`src/design/bsa_pkg.sv`:
```
// Shared types and constants for the bitmap slot allocator.
package bsa_pkg;

   localparam int MaxSlots      = 1024;
   localparam int WordBits      = 64;
   localparam int AddrBits      = 48;
   localparam int MaxObjectSize = 32768;
   localparam int NumWords      = MaxSlots / WordBits;
   localparam int WordIdxBits   = $clog2(NumWords);
   localparam int BitIdxBits    = $clog2(WordBits);
   localparam int SlotBits      = $clog2(MaxSlots);
   localparam int CountBits     = SlotBits + 1;
   localparam int SizeBits      = 16;

   localparam logic [1:0] ACT_ALLOC  = 2'd0;
   localparam logic [1:0] ACT_FREE   = 2'd1;
   localparam logic [1:0] ACT_LOOKUP = 2'd2;
   localparam logic [1:0] ACT_INIT   = 2'd3;

   localparam logic [2:0] ST_OK     = 3'd0;
   localparam logic [2:0] ST_FULL   = 3'd1;
   localparam logic [2:0] ST_RANGE  = 3'd2;
   localparam logic [2:0] ST_ALIGN  = 3'd3;
   localparam logic [2:0] ST_DOUBLE = 3'd4;

   localparam logic [1:0] CSR_OBJECT_SIZE   = 2'd0;
   localparam logic [1:0] CSR_SLOT_CAPACITY = 2'd1;
   localparam logic [1:0] CSR_DATA_BASE     = 2'd2;

   typedef struct packed {
      logic [1:0]          action;
      logic [AddrBits-1:0] address;
   } req_word_type;

   typedef struct packed {
      logic [2:0]           status;
      logic [SlotBits-1:0]  slot;
      logic [AddrBits-1:0]  object_address;
      logic [CountBits-1:0] in_use;
   } rsp_word_type;

endpackage

```
`src/design/bitmap_slot_allocator_top.sv`:
```
// Bitmap slot allocator: free bitmap in one synchronous memory, sequenced per word.
//
//   channel  direction  handshake              word
//   req      in         req_valid / req_stall  req_word_type (action, address)
//   rsp      out        rsp_valid / rsp_stall  rsp_word_type (status, slot, addr, in_use)
//   csr      in         csr_valid / csr_ready  csr_index, csr_wdata
//
// One word at a time. Initialize writes one bitmap word per cycle.
// Allocate reads each scanned bitmap word, then tests it, then clears the
// bit, multiplies and adds; a full count answers without a scan, and a scan
// that finds nothing answers full. Free and lookup run a restoring divider at
// one quotient bit per cycle. An address below the base answers without
// dividing, a lookup beyond the span right after the span check.
// Reset is synchronous; it clears the per-word valid bits, so every bitmap word
// reads as zero until initialize writes it. No clearing pass is needed.
// The result sits in an output register; a stalled result holds there while
// the next request is accepted and worked on.
module bitmap_slot_allocator_top
   import bsa_pkg::*;
(
   input  logic                clock,
   input  logic                reset,
   input  logic                req_valid,
   output logic                req_stall,
   input  req_word_type        req_word,
   output logic                rsp_valid,
   input  logic                rsp_stall,
   output rsp_word_type        rsp_word,
   input  logic                csr_valid,
   output logic                csr_ready,
   input  logic [1:0]          csr_index,
   input  logic [AddrBits-1:0] csr_wdata
);

   typedef enum logic [3:0] {
      S_IDLE, S_INIT, S_AREAD, S_AWAIT, S_AFIND, S_AMUL, S_AADD,
      S_LSPAN, S_LCHK, S_DIV, S_DCHK, S_FWAIT, S_DONE
   } state_type;

   state_type state_ff;

   // configuration
   logic [SizeBits-1:0]  size_cfg_ff;
   logic [10:0]          cap_cfg_ff;
   logic [AddrBits-1:0]  base_cfg_ff;

   // allocator state outside the memory
   logic [CountBits-1:0]   used_ff;
   logic [WordIdxBits:0]   search_ff;

   // per-item work registers
   logic [1:0]             act_ff;
   logic [AddrBits-1:0]    off_ff;
   logic [AddrBits-1:0]    quo_ff;
   logic [SizeBits-1:0]    rem_ff;
   logic [5:0]             cnt_ff;
   logic [WordIdxBits:0]   scan_ff;
   logic [WordBits-1:0]    word_ff;
   logic [SlotBits-1:0]    slot_ff;
   logic [26:0]            prod_ff;
   logic [2:0]             status_ff;
   logic [AddrBits-1:0]    oaddr_ff;

   // output register
   logic                   rsp_valid_ff;
   rsp_word_type           rsp_word_ff;

   // bitmap memory, one read and one write port
   logic [WordBits-1:0]    map_mem [NumWords];
   logic [NumWords-1:0]    map_vld_ff;
   logic [WordBits-1:0]    rd_ff;
   logic                   rd_vld_ff;
   logic                   mem_we;
   logic [WordIdxBits-1:0] mem_waddr;
   logic [WordBits-1:0]    mem_wdata;
   logic [WordIdxBits-1:0] mem_raddr;

   logic [SizeBits-1:0]    eff_size;
   logic [CountBits-1:0]   eff_cap;
   logic [WordIdxBits:0]   words_used;
   logic [WordIdxBits:0]   full_words;
   logic [BitIdxBits-1:0]  part_bits;
   logic [WordBits-1:0]    init_word;
   logic [WordBits-1:0]    rd_word;
   logic [WordBits-1:0]    low_onehot;
   logic [BitIdxBits-1:0]  low_idx;
   logic [WordBits-1:0]    word_left;
   logic [SizeBits:0]      rem_sh;
   logic                   rem_ge;
   logic [WordBits-1:0]    free_mask;
   logic [AddrBits-1:0]    req_off;
   logic                   done_go;

   // effective size and capacity after saturation
   always_comb begin
      if (size_cfg_ff == '0) begin
         eff_size = SizeBits'(1);
      end else if (32'(size_cfg_ff) > MaxObjectSize) begin
         eff_size = SizeBits'(MaxObjectSize);
      end else begin
         eff_size = size_cfg_ff;
      end
      if (32'(cap_cfg_ff) > MaxSlots) begin
         eff_cap = CountBits'(MaxSlots);
      end else begin
         eff_cap = CountBits'(cap_cfg_ff);
      end
   end

   assign words_used = (WordIdxBits+1)'((12'(eff_cap) + 12'(WordBits - 1)) >> BitIdxBits);
   assign full_words = (WordIdxBits+1)'(eff_cap >> BitIdxBits);
   assign part_bits  = eff_cap[BitIdxBits-1:0];
   assign req_off    = req_word.address - base_cfg_ff;

   always_comb begin
      if ((WordIdxBits+1)'(scan_ff[WordIdxBits-1:0]) < full_words) begin
         init_word = '1;
      end else if ((WordIdxBits+1)'(scan_ff[WordIdxBits-1:0]) == full_words
                   && part_bits != '0) begin
         init_word = ~({WordBits{1'b1}} << part_bits);
      end else begin
         init_word = '0;
      end
   end

   // words never written read as all-zero (no slot free)
   assign rd_word    = rd_vld_ff ? rd_ff : '0;
   assign low_onehot = word_ff & (~word_ff + WordBits'(1));
   assign word_left  = word_ff & ~low_onehot;

   always_comb begin
      low_idx = '0;
      for (int j = 0; j < WordBits; j++) begin
         if (low_onehot[j]) begin
            low_idx = low_idx | BitIdxBits'(j);
         end
      end
   end

   // one restoring-division step
   assign rem_sh = {rem_ff, quo_ff[AddrBits-1]};
   assign rem_ge = rem_sh >= (SizeBits+1)'(eff_size);

   assign free_mask = WordBits'(1) << quo_ff[BitIdxBits-1:0];

   // memory port control
   always_comb begin
      mem_we    = 1'b0;
      mem_waddr = scan_ff[WordIdxBits-1:0];
      mem_wdata = init_word;
      mem_raddr = scan_ff[WordIdxBits-1:0];
      unique case (state_ff)
         S_INIT: begin
            mem_we = 1'b1;
         end
         S_AFIND: begin
            mem_we    = 1'b1;
            mem_wdata = word_left;
         end
         S_DCHK: begin
            mem_raddr = quo_ff[SlotBits-1:BitIdxBits];
         end
         S_FWAIT: begin
            mem_waddr = quo_ff[SlotBits-1:BitIdxBits];
            mem_wdata = rd_word | free_mask;
            mem_we    = act_ff == ACT_FREE && (rd_word & free_mask) == '0
                        && used_ff != '0;
         end
         default: begin
            mem_we = 1'b0;
         end
      endcase
   end

   always_ff @(posedge clock) begin
      if (mem_we) begin
         map_mem[mem_waddr] <= mem_wdata;
      end
      rd_ff <= map_mem[mem_raddr];
   end

   always_ff @(posedge clock) begin
      if (reset) begin
         map_vld_ff <= '0;
         rd_vld_ff  <= 1'b0;
      end else begin
         if (mem_we) begin
            map_vld_ff[mem_waddr] <= 1'b1;
         end
         rd_vld_ff <= map_vld_ff[mem_raddr];
      end
   end

   // configuration writes; index three is not a register and is dropped
   assign csr_ready = 1'b1;

   always_ff @(posedge clock) begin
      if (reset) begin
         size_cfg_ff <= SizeBits'(8);
         cap_cfg_ff  <= '0;
         base_cfg_ff <= '0;
      end else if (csr_valid && csr_ready) begin
         unique case (csr_index)
            CSR_OBJECT_SIZE:   size_cfg_ff <= csr_wdata[SizeBits-1:0];
            CSR_SLOT_CAPACITY: cap_cfg_ff  <= csr_wdata[10:0];
            CSR_DATA_BASE:     base_cfg_ff <= csr_wdata;
            default:           size_cfg_ff <= size_cfg_ff;
         endcase
      end
   end

   assign req_stall = state_ff != S_IDLE;
   assign done_go   = !rsp_valid_ff || !rsp_stall;

   // sequencer
   always_ff @(posedge clock) begin
      if (reset) begin
         state_ff     <= S_IDLE;
         used_ff      <= '0;
         search_ff    <= '0;
         rsp_valid_ff <= 1'b0;
      end else begin
         // raise valid when a finished word moves in, drop it once taken
         if (state_ff == S_DONE && done_go) begin
            rsp_valid_ff <= 1'b1;
         end else if (rsp_valid_ff && !rsp_stall) begin
            rsp_valid_ff <= 1'b0;
         end
         unique case (state_ff)
            S_IDLE: begin
               if (req_valid && !req_stall) begin
                  act_ff    <= req_word.action;
                  status_ff <= ST_OK;
                  slot_ff   <= '0;
                  oaddr_ff  <= '0;
                  off_ff    <= req_off;
                  quo_ff    <= req_off;
                  rem_ff    <= '0;
                  cnt_ff    <= '0;
                  unique case (req_word.action)
                     ACT_INIT: begin
                        scan_ff  <= '0;
                        state_ff <= S_INIT;
                     end
                     ACT_ALLOC: begin
                        scan_ff <= search_ff;
                        if (used_ff >= eff_cap) begin
                           status_ff <= ST_FULL;
                           state_ff  <= S_DONE;
                        end else begin
                           state_ff <= S_AREAD;
                        end
                     end
                     ACT_FREE: begin
                        if (req_word.address < base_cfg_ff) begin
                           status_ff <= ST_RANGE;
                           state_ff  <= S_DONE;
                        end else begin
                           state_ff <= S_DIV;
                        end
                     end
                     default: begin
                        if (req_word.address < base_cfg_ff) begin
                           status_ff <= ST_RANGE;
                           state_ff  <= S_DONE;
                        end else begin
                           state_ff <= S_LSPAN;
                        end
                     end
                  endcase
               end
            end
            S_INIT: begin
               scan_ff <= scan_ff + 1'b1;
               if (scan_ff[WordIdxBits-1:0] == WordIdxBits'(NumWords - 1)) begin
                  used_ff   <= '0;
                  search_ff <= '0;
                  state_ff  <= S_DONE;
               end
            end
            S_AREAD: begin
               if (scan_ff >= words_used) begin
                  status_ff <= ST_FULL;
                  state_ff  <= S_DONE;
               end else begin
                  state_ff <= S_AWAIT;
               end
            end
            S_AWAIT: begin
               word_ff <= rd_word;
               if (rd_word == '0) begin
                  scan_ff  <= scan_ff + 1'b1;
                  state_ff <= S_AREAD;
               end else begin
                  state_ff <= S_AFIND;
               end
            end
            S_AFIND: begin
               used_ff   <= used_ff + 1'b1;
               search_ff <= (word_left == '0) ? scan_ff + 1'b1 : scan_ff;
               slot_ff   <= {scan_ff[WordIdxBits-1:0], low_idx};
               state_ff  <= S_AMUL;
            end
            S_AMUL: begin
               prod_ff  <= 27'(slot_ff) * 27'(eff_size);
               state_ff <= S_AADD;
            end
            S_AADD: begin
               oaddr_ff <= base_cfg_ff + AddrBits'(prod_ff);
               state_ff <= S_DONE;
            end
            S_LSPAN: begin
               prod_ff  <= 27'(eff_cap) * 27'(eff_size);
               state_ff <= S_LCHK;
            end
            S_LCHK: begin
               if (off_ff >= AddrBits'(prod_ff)) begin
                  status_ff <= ST_RANGE;
                  state_ff  <= S_DONE;
               end else begin
                  state_ff <= S_DIV;
               end
            end
            S_DIV: begin
               rem_ff <= rem_ge ? SizeBits'(rem_sh - (SizeBits+1)'(eff_size))
                                : rem_sh[SizeBits-1:0];
               quo_ff <= {quo_ff[AddrBits-2:0], rem_ge};
               cnt_ff <= cnt_ff + 1'b1;
               if (cnt_ff == 6'(AddrBits - 1)) begin
                  state_ff <= S_DCHK;
               end
            end
            S_DCHK: begin
               if (rem_ff != '0) begin
                  status_ff <= ST_ALIGN;
                  state_ff  <= S_DONE;
               end else if (act_ff == ACT_LOOKUP) begin
                  slot_ff  <= quo_ff[SlotBits-1:0];
                  state_ff <= S_DONE;
               end else if (quo_ff >= AddrBits'(eff_cap)) begin
                  status_ff <= ST_RANGE;
                  state_ff  <= S_DONE;
               end else begin
                  state_ff <= S_FWAIT;
               end
            end
            S_FWAIT: begin
               if ((rd_word & free_mask) != '0 || used_ff == '0) begin
                  status_ff <= ST_DOUBLE;
               end else begin
                  used_ff <= used_ff - 1'b1;
                  slot_ff <= quo_ff[SlotBits-1:0];
                  if ((WordIdxBits+1)'(quo_ff[SlotBits-1:BitIdxBits]) < search_ff) begin
                     search_ff <= (WordIdxBits+1)'(quo_ff[SlotBits-1:BitIdxBits]);
                  end
               end
               state_ff <= S_DONE;
            end
            S_DONE: begin
               // hold until the output register is free, then hand over
               if (done_go) begin
                  rsp_word_ff.status         <= status_ff;
                  rsp_word_ff.slot           <= slot_ff;
                  rsp_word_ff.object_address <= oaddr_ff;
                  rsp_word_ff.in_use         <= used_ff;
                  state_ff                   <= S_IDLE;
               end
            end
            default: begin
               state_ff <= S_IDLE;
            end
         endcase
      end
   end

   assign rsp_valid = rsp_valid_ff;
   assign rsp_word  = rsp_word_ff;

endmodule

```
`config.mk`:
```
export PLATFORM = sky130hd
export DESIGN_NAME = bitmap_slot_allocator_top
export DESIGN_NICKNAME = d
export VERILOG_FILES = /design/src/design/bsa_pkg.sv /design/src/design/bitmap_slot_allocator_top.sv
export SDC_FILE = /design/constraint.sdc
export NUM_CORES = 2
export LEC_CHECK = 0
export BUFFER_PORTS_ARGS = -buffer_cell sky130_fd_sc_hd__buf_2
export CORE_MARGIN = 4
export CORE_UTILIZATION = 53
export DETAILED_ROUTE_END_ITERATION = 8
export PLACE_DENSITY = 0.76
export SYNTH_ARGS = -nofsm -noshare
export SYNTH_HDL_FRONTEND = slang
export SYNTH_SLANG_ARGS = --single-unit
```
`constraint.sdc`:
```
create_clock -name clock -period 8 [get_ports clock]
set_input_delay 1.2 -clock clock [delete_from_list [all_inputs] [get_ports clock]]
set_output_delay 1.2 -clock clock [all_outputs]
set_load 0.1 [all_outputs]
```
---- After elaboration in Yosys (flattened, before gate mapping) ----
Memories as Yosys holds them, arrays and structs flattened. A register that Yosys moved wholly into a read port is not among the register bits.
Cells that the tools add are included.
word-level totals
  register bits after elaboration ......... 462
  latch bits .............................. 0
  RAM bits ................................ 1024
  bits in read-only memories .............. 0
  bits of input ports ..................... 105
  output and inout bits ................... 75
  logic and storage cells ................. 443
  memories ................................ 1
cells by class
  $add $sub $neg .......................... 9
  multipliers ............................. 2
  div/mod/pow operators ................... 0
  magnitude comparators ................... 13
  equality and inequality tests ........... 36
  shifts and indexed selects .............. 2
  multiplexer cells ....................... 286
  bitwise operators ....................... 9
  reductions and logical operators ........ 61
memories
  memory   words  bits a word  read ports  clocked after memory_dff  write ports  line                             text
  map_mem  16     64           1           1                         1            bitmap_slot_allocator_top.sv:69  logic [WordBits-1:0] map_mem [NumWords];
operator list
  kind                                                                  number
  48-bit two-way mux                                                    15
  64-bit two-way mux                                                    6
  72-bit two-way mux                                                    5
  16-bit two-way mux                                                    15
  4-bit two-way mux                                                     58
  6-bit two-way mux                                                     36
  64-bit AND                                                            3
  64-bit zero test                                                      3
  64-bit NOT                                                            3
  48-bit one-hot mux with 2 select lines                                2
  5-bit two-way mux                                                     38
  3-bit two-way mux                                                     48
  11-bit two-way mux                                                    13
  10-bit two-way mux                                                    14
  64-bit one-hot mux with 2 select lines                                1
  64-bit by 1-bit adder with 64-bit output (second input constant)      1
  64-bit OR                                                             1
  64-bit nonzero test                                                   1
  1-bit by 6-bit left shift with 64-bit output (first input constant)   1
  64-bit by 6-bit left shift with 64-bit output (first input constant)  1
  27-bit one-hot mux with 2 select lines                                1
  48-bit by 27-bit adder with 48-bit output                             1
  48-bit by 11-bit greater-or-equal comparator with 1-bit output        1
  48-bit by 27-bit greater-or-equal comparator with 1-bit output        1
  other kinds (69)                                                      149

---- Logic depth before layout (Yosys ltp) ----
  depth after elaboration ................. 68
  depth in mapped cells ................... 29

---- Worst setup path before layout ----
Ideal clock, no wire load.
  kind .................................... register to register
  start point ............................. register size_cfg_ff[3]
  end point ............................... register prod_ff[26] (data pin)
  library setup time ...................... 265 ps
  arrival time ............................ 6798 ps
  slack ................................... 936 ps
  cell stages (with the launch flop) ...... 28
  period minus slack after synthesis ...... 7064 ps
  path through ............................ dfxtp_1 > nor4_1 > nand4_1 > nand2_1 > and2_1 > clkbuf_1 > clkbuf_1 > nand2_1 > fa_1 > inv_1 > fa_1 > inv_1 > fa_1 > inv_1 > fa_1 > fa_1 > ha_1 > or3_1 > o31ai_1 > a21oi_1 > o41a_1 > a41o_1 > o41ai_1 > nor2_1 > a211oi_1 > o21ai_0 > xnor2_1 > nor2_1
on the way
  cells in the longest elaborated chain, start to end .. 7
RTL lines
  what                                              line                              text
  start, declared                                   bitmap_slot_allocator_top.sv:43   logic [SizeBits-1:0] size_cfg_ff;
  start signal, assigned                            bitmap_slot_allocator_top.sv:199  size_cfg_ff <= SizeBits'(8);
  start signal, assigned                            bitmap_slot_allocator_top.sv:204  CSR_OBJECT_SIZE: size_cfg_ff <= csr_wdata[SizeBits-1:0];
  start signal, assigned                            bitmap_slot_allocator_top.sv:207  default: size_cfg_ff <= size_cfg_ff;
  16-bit greater-than comparator                    bitmap_slot_allocator_top.sv:98   end else if (32'(size_cfg_ff) > MaxObjectSize) begin
  16-bit two-way mux                                bitmap_slot_allocator_top.sv:98
  16-bit two-way mux                                bitmap_slot_allocator_top.sv:96   if (size_cfg_ff == '0) begin
  16-bit two-way mux *                              bitmap_slot_allocator_top.sv:96
  11-bit by 16-bit multiplier with 27-bit output *  bitmap_slot_allocator_top.sv:313  prod_ff <= 27'(eff_cap) * 27'(eff_size);
  27-bit one-hot mux with 2 select lines *          bitmap_slot_allocator_top.sv:229  unique case (state_ff)
  27-bit two-way mux *                              bitmap_slot_allocator_top.sv:217  if (reset) begin
  end signal, assigned                              bitmap_slot_allocator_top.sv:305  prod_ff <= 27'(slot_ff) * 27'(eff_size);
  end signal, assigned                              bitmap_slot_allocator_top.sv:313
  end, declared                                     bitmap_slot_allocator_top.sv:60   logic [26:0] prod_ff;
Mark *: on every way between the ends. The rest lies on a longest branch, timed or not. The select of a mux whose other input is x is not followed.
A chain may end at the register's enable or synchronous reset.

---- Final worst setup path ----
  start point ............................. register size_cfg_ff[7]
  end point ............................... register prod_ff[25] (data pin)
on the way
  cells in the longest elaborated chain, start to end .. 7
RTL lines
  what                                                                                                              line
  16-bit greater-than comparator                                                                                    bitmap_slot_allocator_top.sv:98
  16-bit two-way mux                                                                                                bitmap_slot_allocator_top.sv:98
  16-bit two-way mux                                                                                                bitmap_slot_allocator_top.sv:96
  16-bit two-way mux *                                                                                              bitmap_slot_allocator_top.sv:96
  11-bit by 16-bit multiplier with 27-bit output or 10-bit by 16-bit multiplier with 26-bit output (tied branches)  bitmap_slot_allocator_top.sv:313, bitmap_slot_allocator_top.sv:305
  27-bit one-hot mux with 2 select lines *                                                                          bitmap_slot_allocator_top.sv:229
  27-bit two-way mux *                                                                                              bitmap_slot_allocator_top.sv:217
Marks and branches as above.

==> results.ini <==
[run_status]
outcome = finished clean

[place]
io_buffers = 178
gp_congestion = 1.08
hpwl_um = 164000

[drt]
first_iter_violations = 6186
drcViolationCount = 0
wl_um = 245000
wl_per_cell_um = 26.0
drt-pass1-iter-count = 6
via_per_inst = 6.25
vias = 58836
postRouteAntennaNets = 0

[clock_network]
clock-sinks = 1550
cts-root-buf = clkbuf_16
htreeDepth = 4
clockBufferDepth = 3
clock_latency_ns = 0.81
cts_made_buffers = 158
cts_tree = done
clk_pin_slew_ns = 0.06

[logic_synthesis]
syn_area_um2 = 80400
ys_seq_elements = 1550
yosysWarnings = 0
synth-edff-count = 1373
ys_types = 90
syn-num-nets = 7783
synthCells = 7147
yosys_most_used_dff = edfxtp_1
avgSynthCellArea_um2 = 11.2
async_flop_share_pct = 0
ys_seq_area_share_pct = 55.7

[critical_path]
crit_arrival_ns = 8.12
r2r.worst_path.cells = 27
crit_path_end_kind = flip-flop
reg2reg_from = size_cfg_ff[7]
worstSetupStartpointType = flip-flop
cp_data_required_time_ns = 8.51
reg2reg_slack_ns = 0.39
reg2reg_to = prod_ff[25]
cp_max_fo = 9
critPathKind = reg2reg

[sta]
fin_tns_setup_ns = 0
slew_violations = 0
final.period_utilization_pct = 95.1
setup_viol = 0
holdWs_ns = 0.396
rsz0062_at_grt = no
worstMarginPinSlew_ns = 1.32
maxSlewHeadroom_pct = 11.8
fmax_ghz = 0.131
finalHoldViolCount = 0
period_needed_ns = 7.61
skew_ns = 0.0589

[layout]
area_delta_synth_final_pct = 11.4
final_common_cell = edfxtp_1
final_cell_mix = edfxtp_1 (1373), nand2_1 (1143), inv_1 (421)
nNetsFinal = 7894
num-fill-cells = 12008
drive_above_1_share_pct = 9.62
multiInputGateArea_um2 = 32700
register_area_um2 = 44800

[hold_path]
worst_hold_path_type = reg2reg
holdPathEnd = rsp_word[16]
holdPathStages = 0
worstHoldStart = oaddr_ff[5]

[die]
fp.dieH_um = 397
dieArea_um2 = 158000
ios = 180
core_area_um2 = 150000
start_util_pct = 53.5
die_x_um = 397
rows = 142

[job]
cap_violations = 0

[pwr]
ir_worst_vdd_mv = 0.298
power.total_mw = 24.7
p_per_area_nw_per_um2 = 276
p_leak_nw = 33.2

[grt]
gr-total-overflow = 0
grtUsageTotal_pct = 30.5
grt_start_max_net_pins = 213
grt_pass1_vias = 57621
antenna_found_initial = 4
grt_pass1_wl_um = 363000

## cell families after synthesis
group                      synth area share [%]
and+or+nand+nor                            13.9
AOI/OAI and AO/OA                          13.6
DFF                                        55.7
buffers and inverters                      3.91
adders and majority gates                  10.6
xor gates and xnor gates                   1.65
muxes                                     0.743
other                                   0.00467
## cells in the mapped netlist (10+ instances only)
master    number  area [um^2]
xnor2_1      102          893
xor2_1        49          429
inv_1        421         1580
nor4_1        61          382
nor2_1       377         1420
nor3_1        75          375
o22ai_1       18          113
o21bai_1      29          218
and2_1       350         2190
nor3b_1       10         75.1
nand2_1     1144         4290
o211ai_1      23          173
o21a_1        27          203
buf_1         18         67.6
or2_2         15         93.8
a211oi_1     346         2600
clkbuf_1     384         1440
a22o_1        19          166
a21o_1        75          563
a31oi_1      160         1000
o221ai_1      21          184
and3_1        44          275
nand2b_1      42          263
a21oi_1      406         2030
ha_1         292         3650
or3_1         30          188
edfxtp_1    1373        41200
o31ai_1       14          105
o21ai_0      222         1110
a221oi_1      10         87.6
nor2b_1       54          338
a32oi_1       24          210
a311oi_1     140         1230
mux2i_1       27          270
nand3b_1      11         82.6
dfxtp_1      177         3540
nand4_1       44          275
fa_1         239         4780
nand3_1       81          405
mux2_2        29          327
## metal layers
| metal | global-route usage, % | part of all wire (%) |
|---|---|---|
| met3 | 5.67 | 8.7 |
| met5 | 0 | 0.0057 |
| met4 | 14.3 | 5.2 |
| met2 | 49.2 | 47 |
| met1 | 40.1 | 39 |
## worst max-delay path: stages, from the launching register on
cell,delay [ns]
dfxtp_1,0.32
nor4_1,0.43
nand4_1,0.20
nand2_1,0.20
and2_1,0.40
buf_4,0.26
nand2_1,0.11
fa_1,0.56
fa_1,0.53
inv_1,0.05
ha_1,0.27
inv_1,0.05
fa_1,0.53
inv_1,0.05
fa_1,0.47
ha_1,0.37
o21a_1,0.21
o2111a_1,0.23
a221o_1,0.36
o31a_1,0.30
o2bb2ai_1,0.22
a211oi_1,0.37
o21ai_0,0.25
a21o_1,0.22
a21oi_1,0.17
xnor2_1,0.09
nand2_1,0.06
o21ai_0,0.07
## state kept, by name (all words and copies together), names as in the netlist, 27 cells and up
name	count
base_cfg_ff	48
map_mem	1024
oaddr_ff	48
off_ff	48
prod_ff	27
quo_ff	48
rd_ff	64
rsp_word	72
word_ff	64
## report_power, final
part / leakage, nW / switching (mW) / internal, mW
combinational: 16.5 / 4.34 / 1.73
clock: 2.59 / 3.19 / 4.39
sequential: 14.0 / 0.622 / 10.4
## per-stage QoR
stage	utilization [%]	worst slack (ns)	std cells	instance area, um^2
2_1_floorplan	-	0.936	7147	80400
3_5_place_dp	56.0	0.374	9114	84100
6_report	59.6	0.391	9411	89600
5_1_grt	59.6	0.0866	9410	89600
4_1_cts	59.6	0.347	9408	89500
3_3_place_gp	56.0	0.344	9114	84100
## worst max path at each step
stage,slack [ns],from,endpoint
floorplan,0.94,size_cfg_ff[3],prod_ff[26]
global placement,0.34,size_cfg_ff[7],prod_ff[26]
detailed placement,0.37,size_cfg_ff[7],prod_ff[26]
CTS,0.35,size_cfg_ff[7],prod_ff[26]
global route,0.09,size_cfg_ff[7],prod_ff[25]
finish,0.39,size_cfg_ff[7],prod_ff[25]
## area by class of cell
class                      count  area share [%]
sequential                  1550            50.0
multi-input combinational   4763            36.6
clock buffer                 212            4.86
tap                         2016            2.82
timing repair buffer         358            2.80
inverter                     427            1.79
clock inverter                82            1.17
antenna                        3         0.00838
## what timing repair did
action | 4_1_cts | 5_1_grt
hold buffers | 0 | 0
setup buffers | 0 | 0
endpoints found under the setup margin | 0 | 1
resized for setup | 0 | 1
Power figures use the tool's default switching activity.
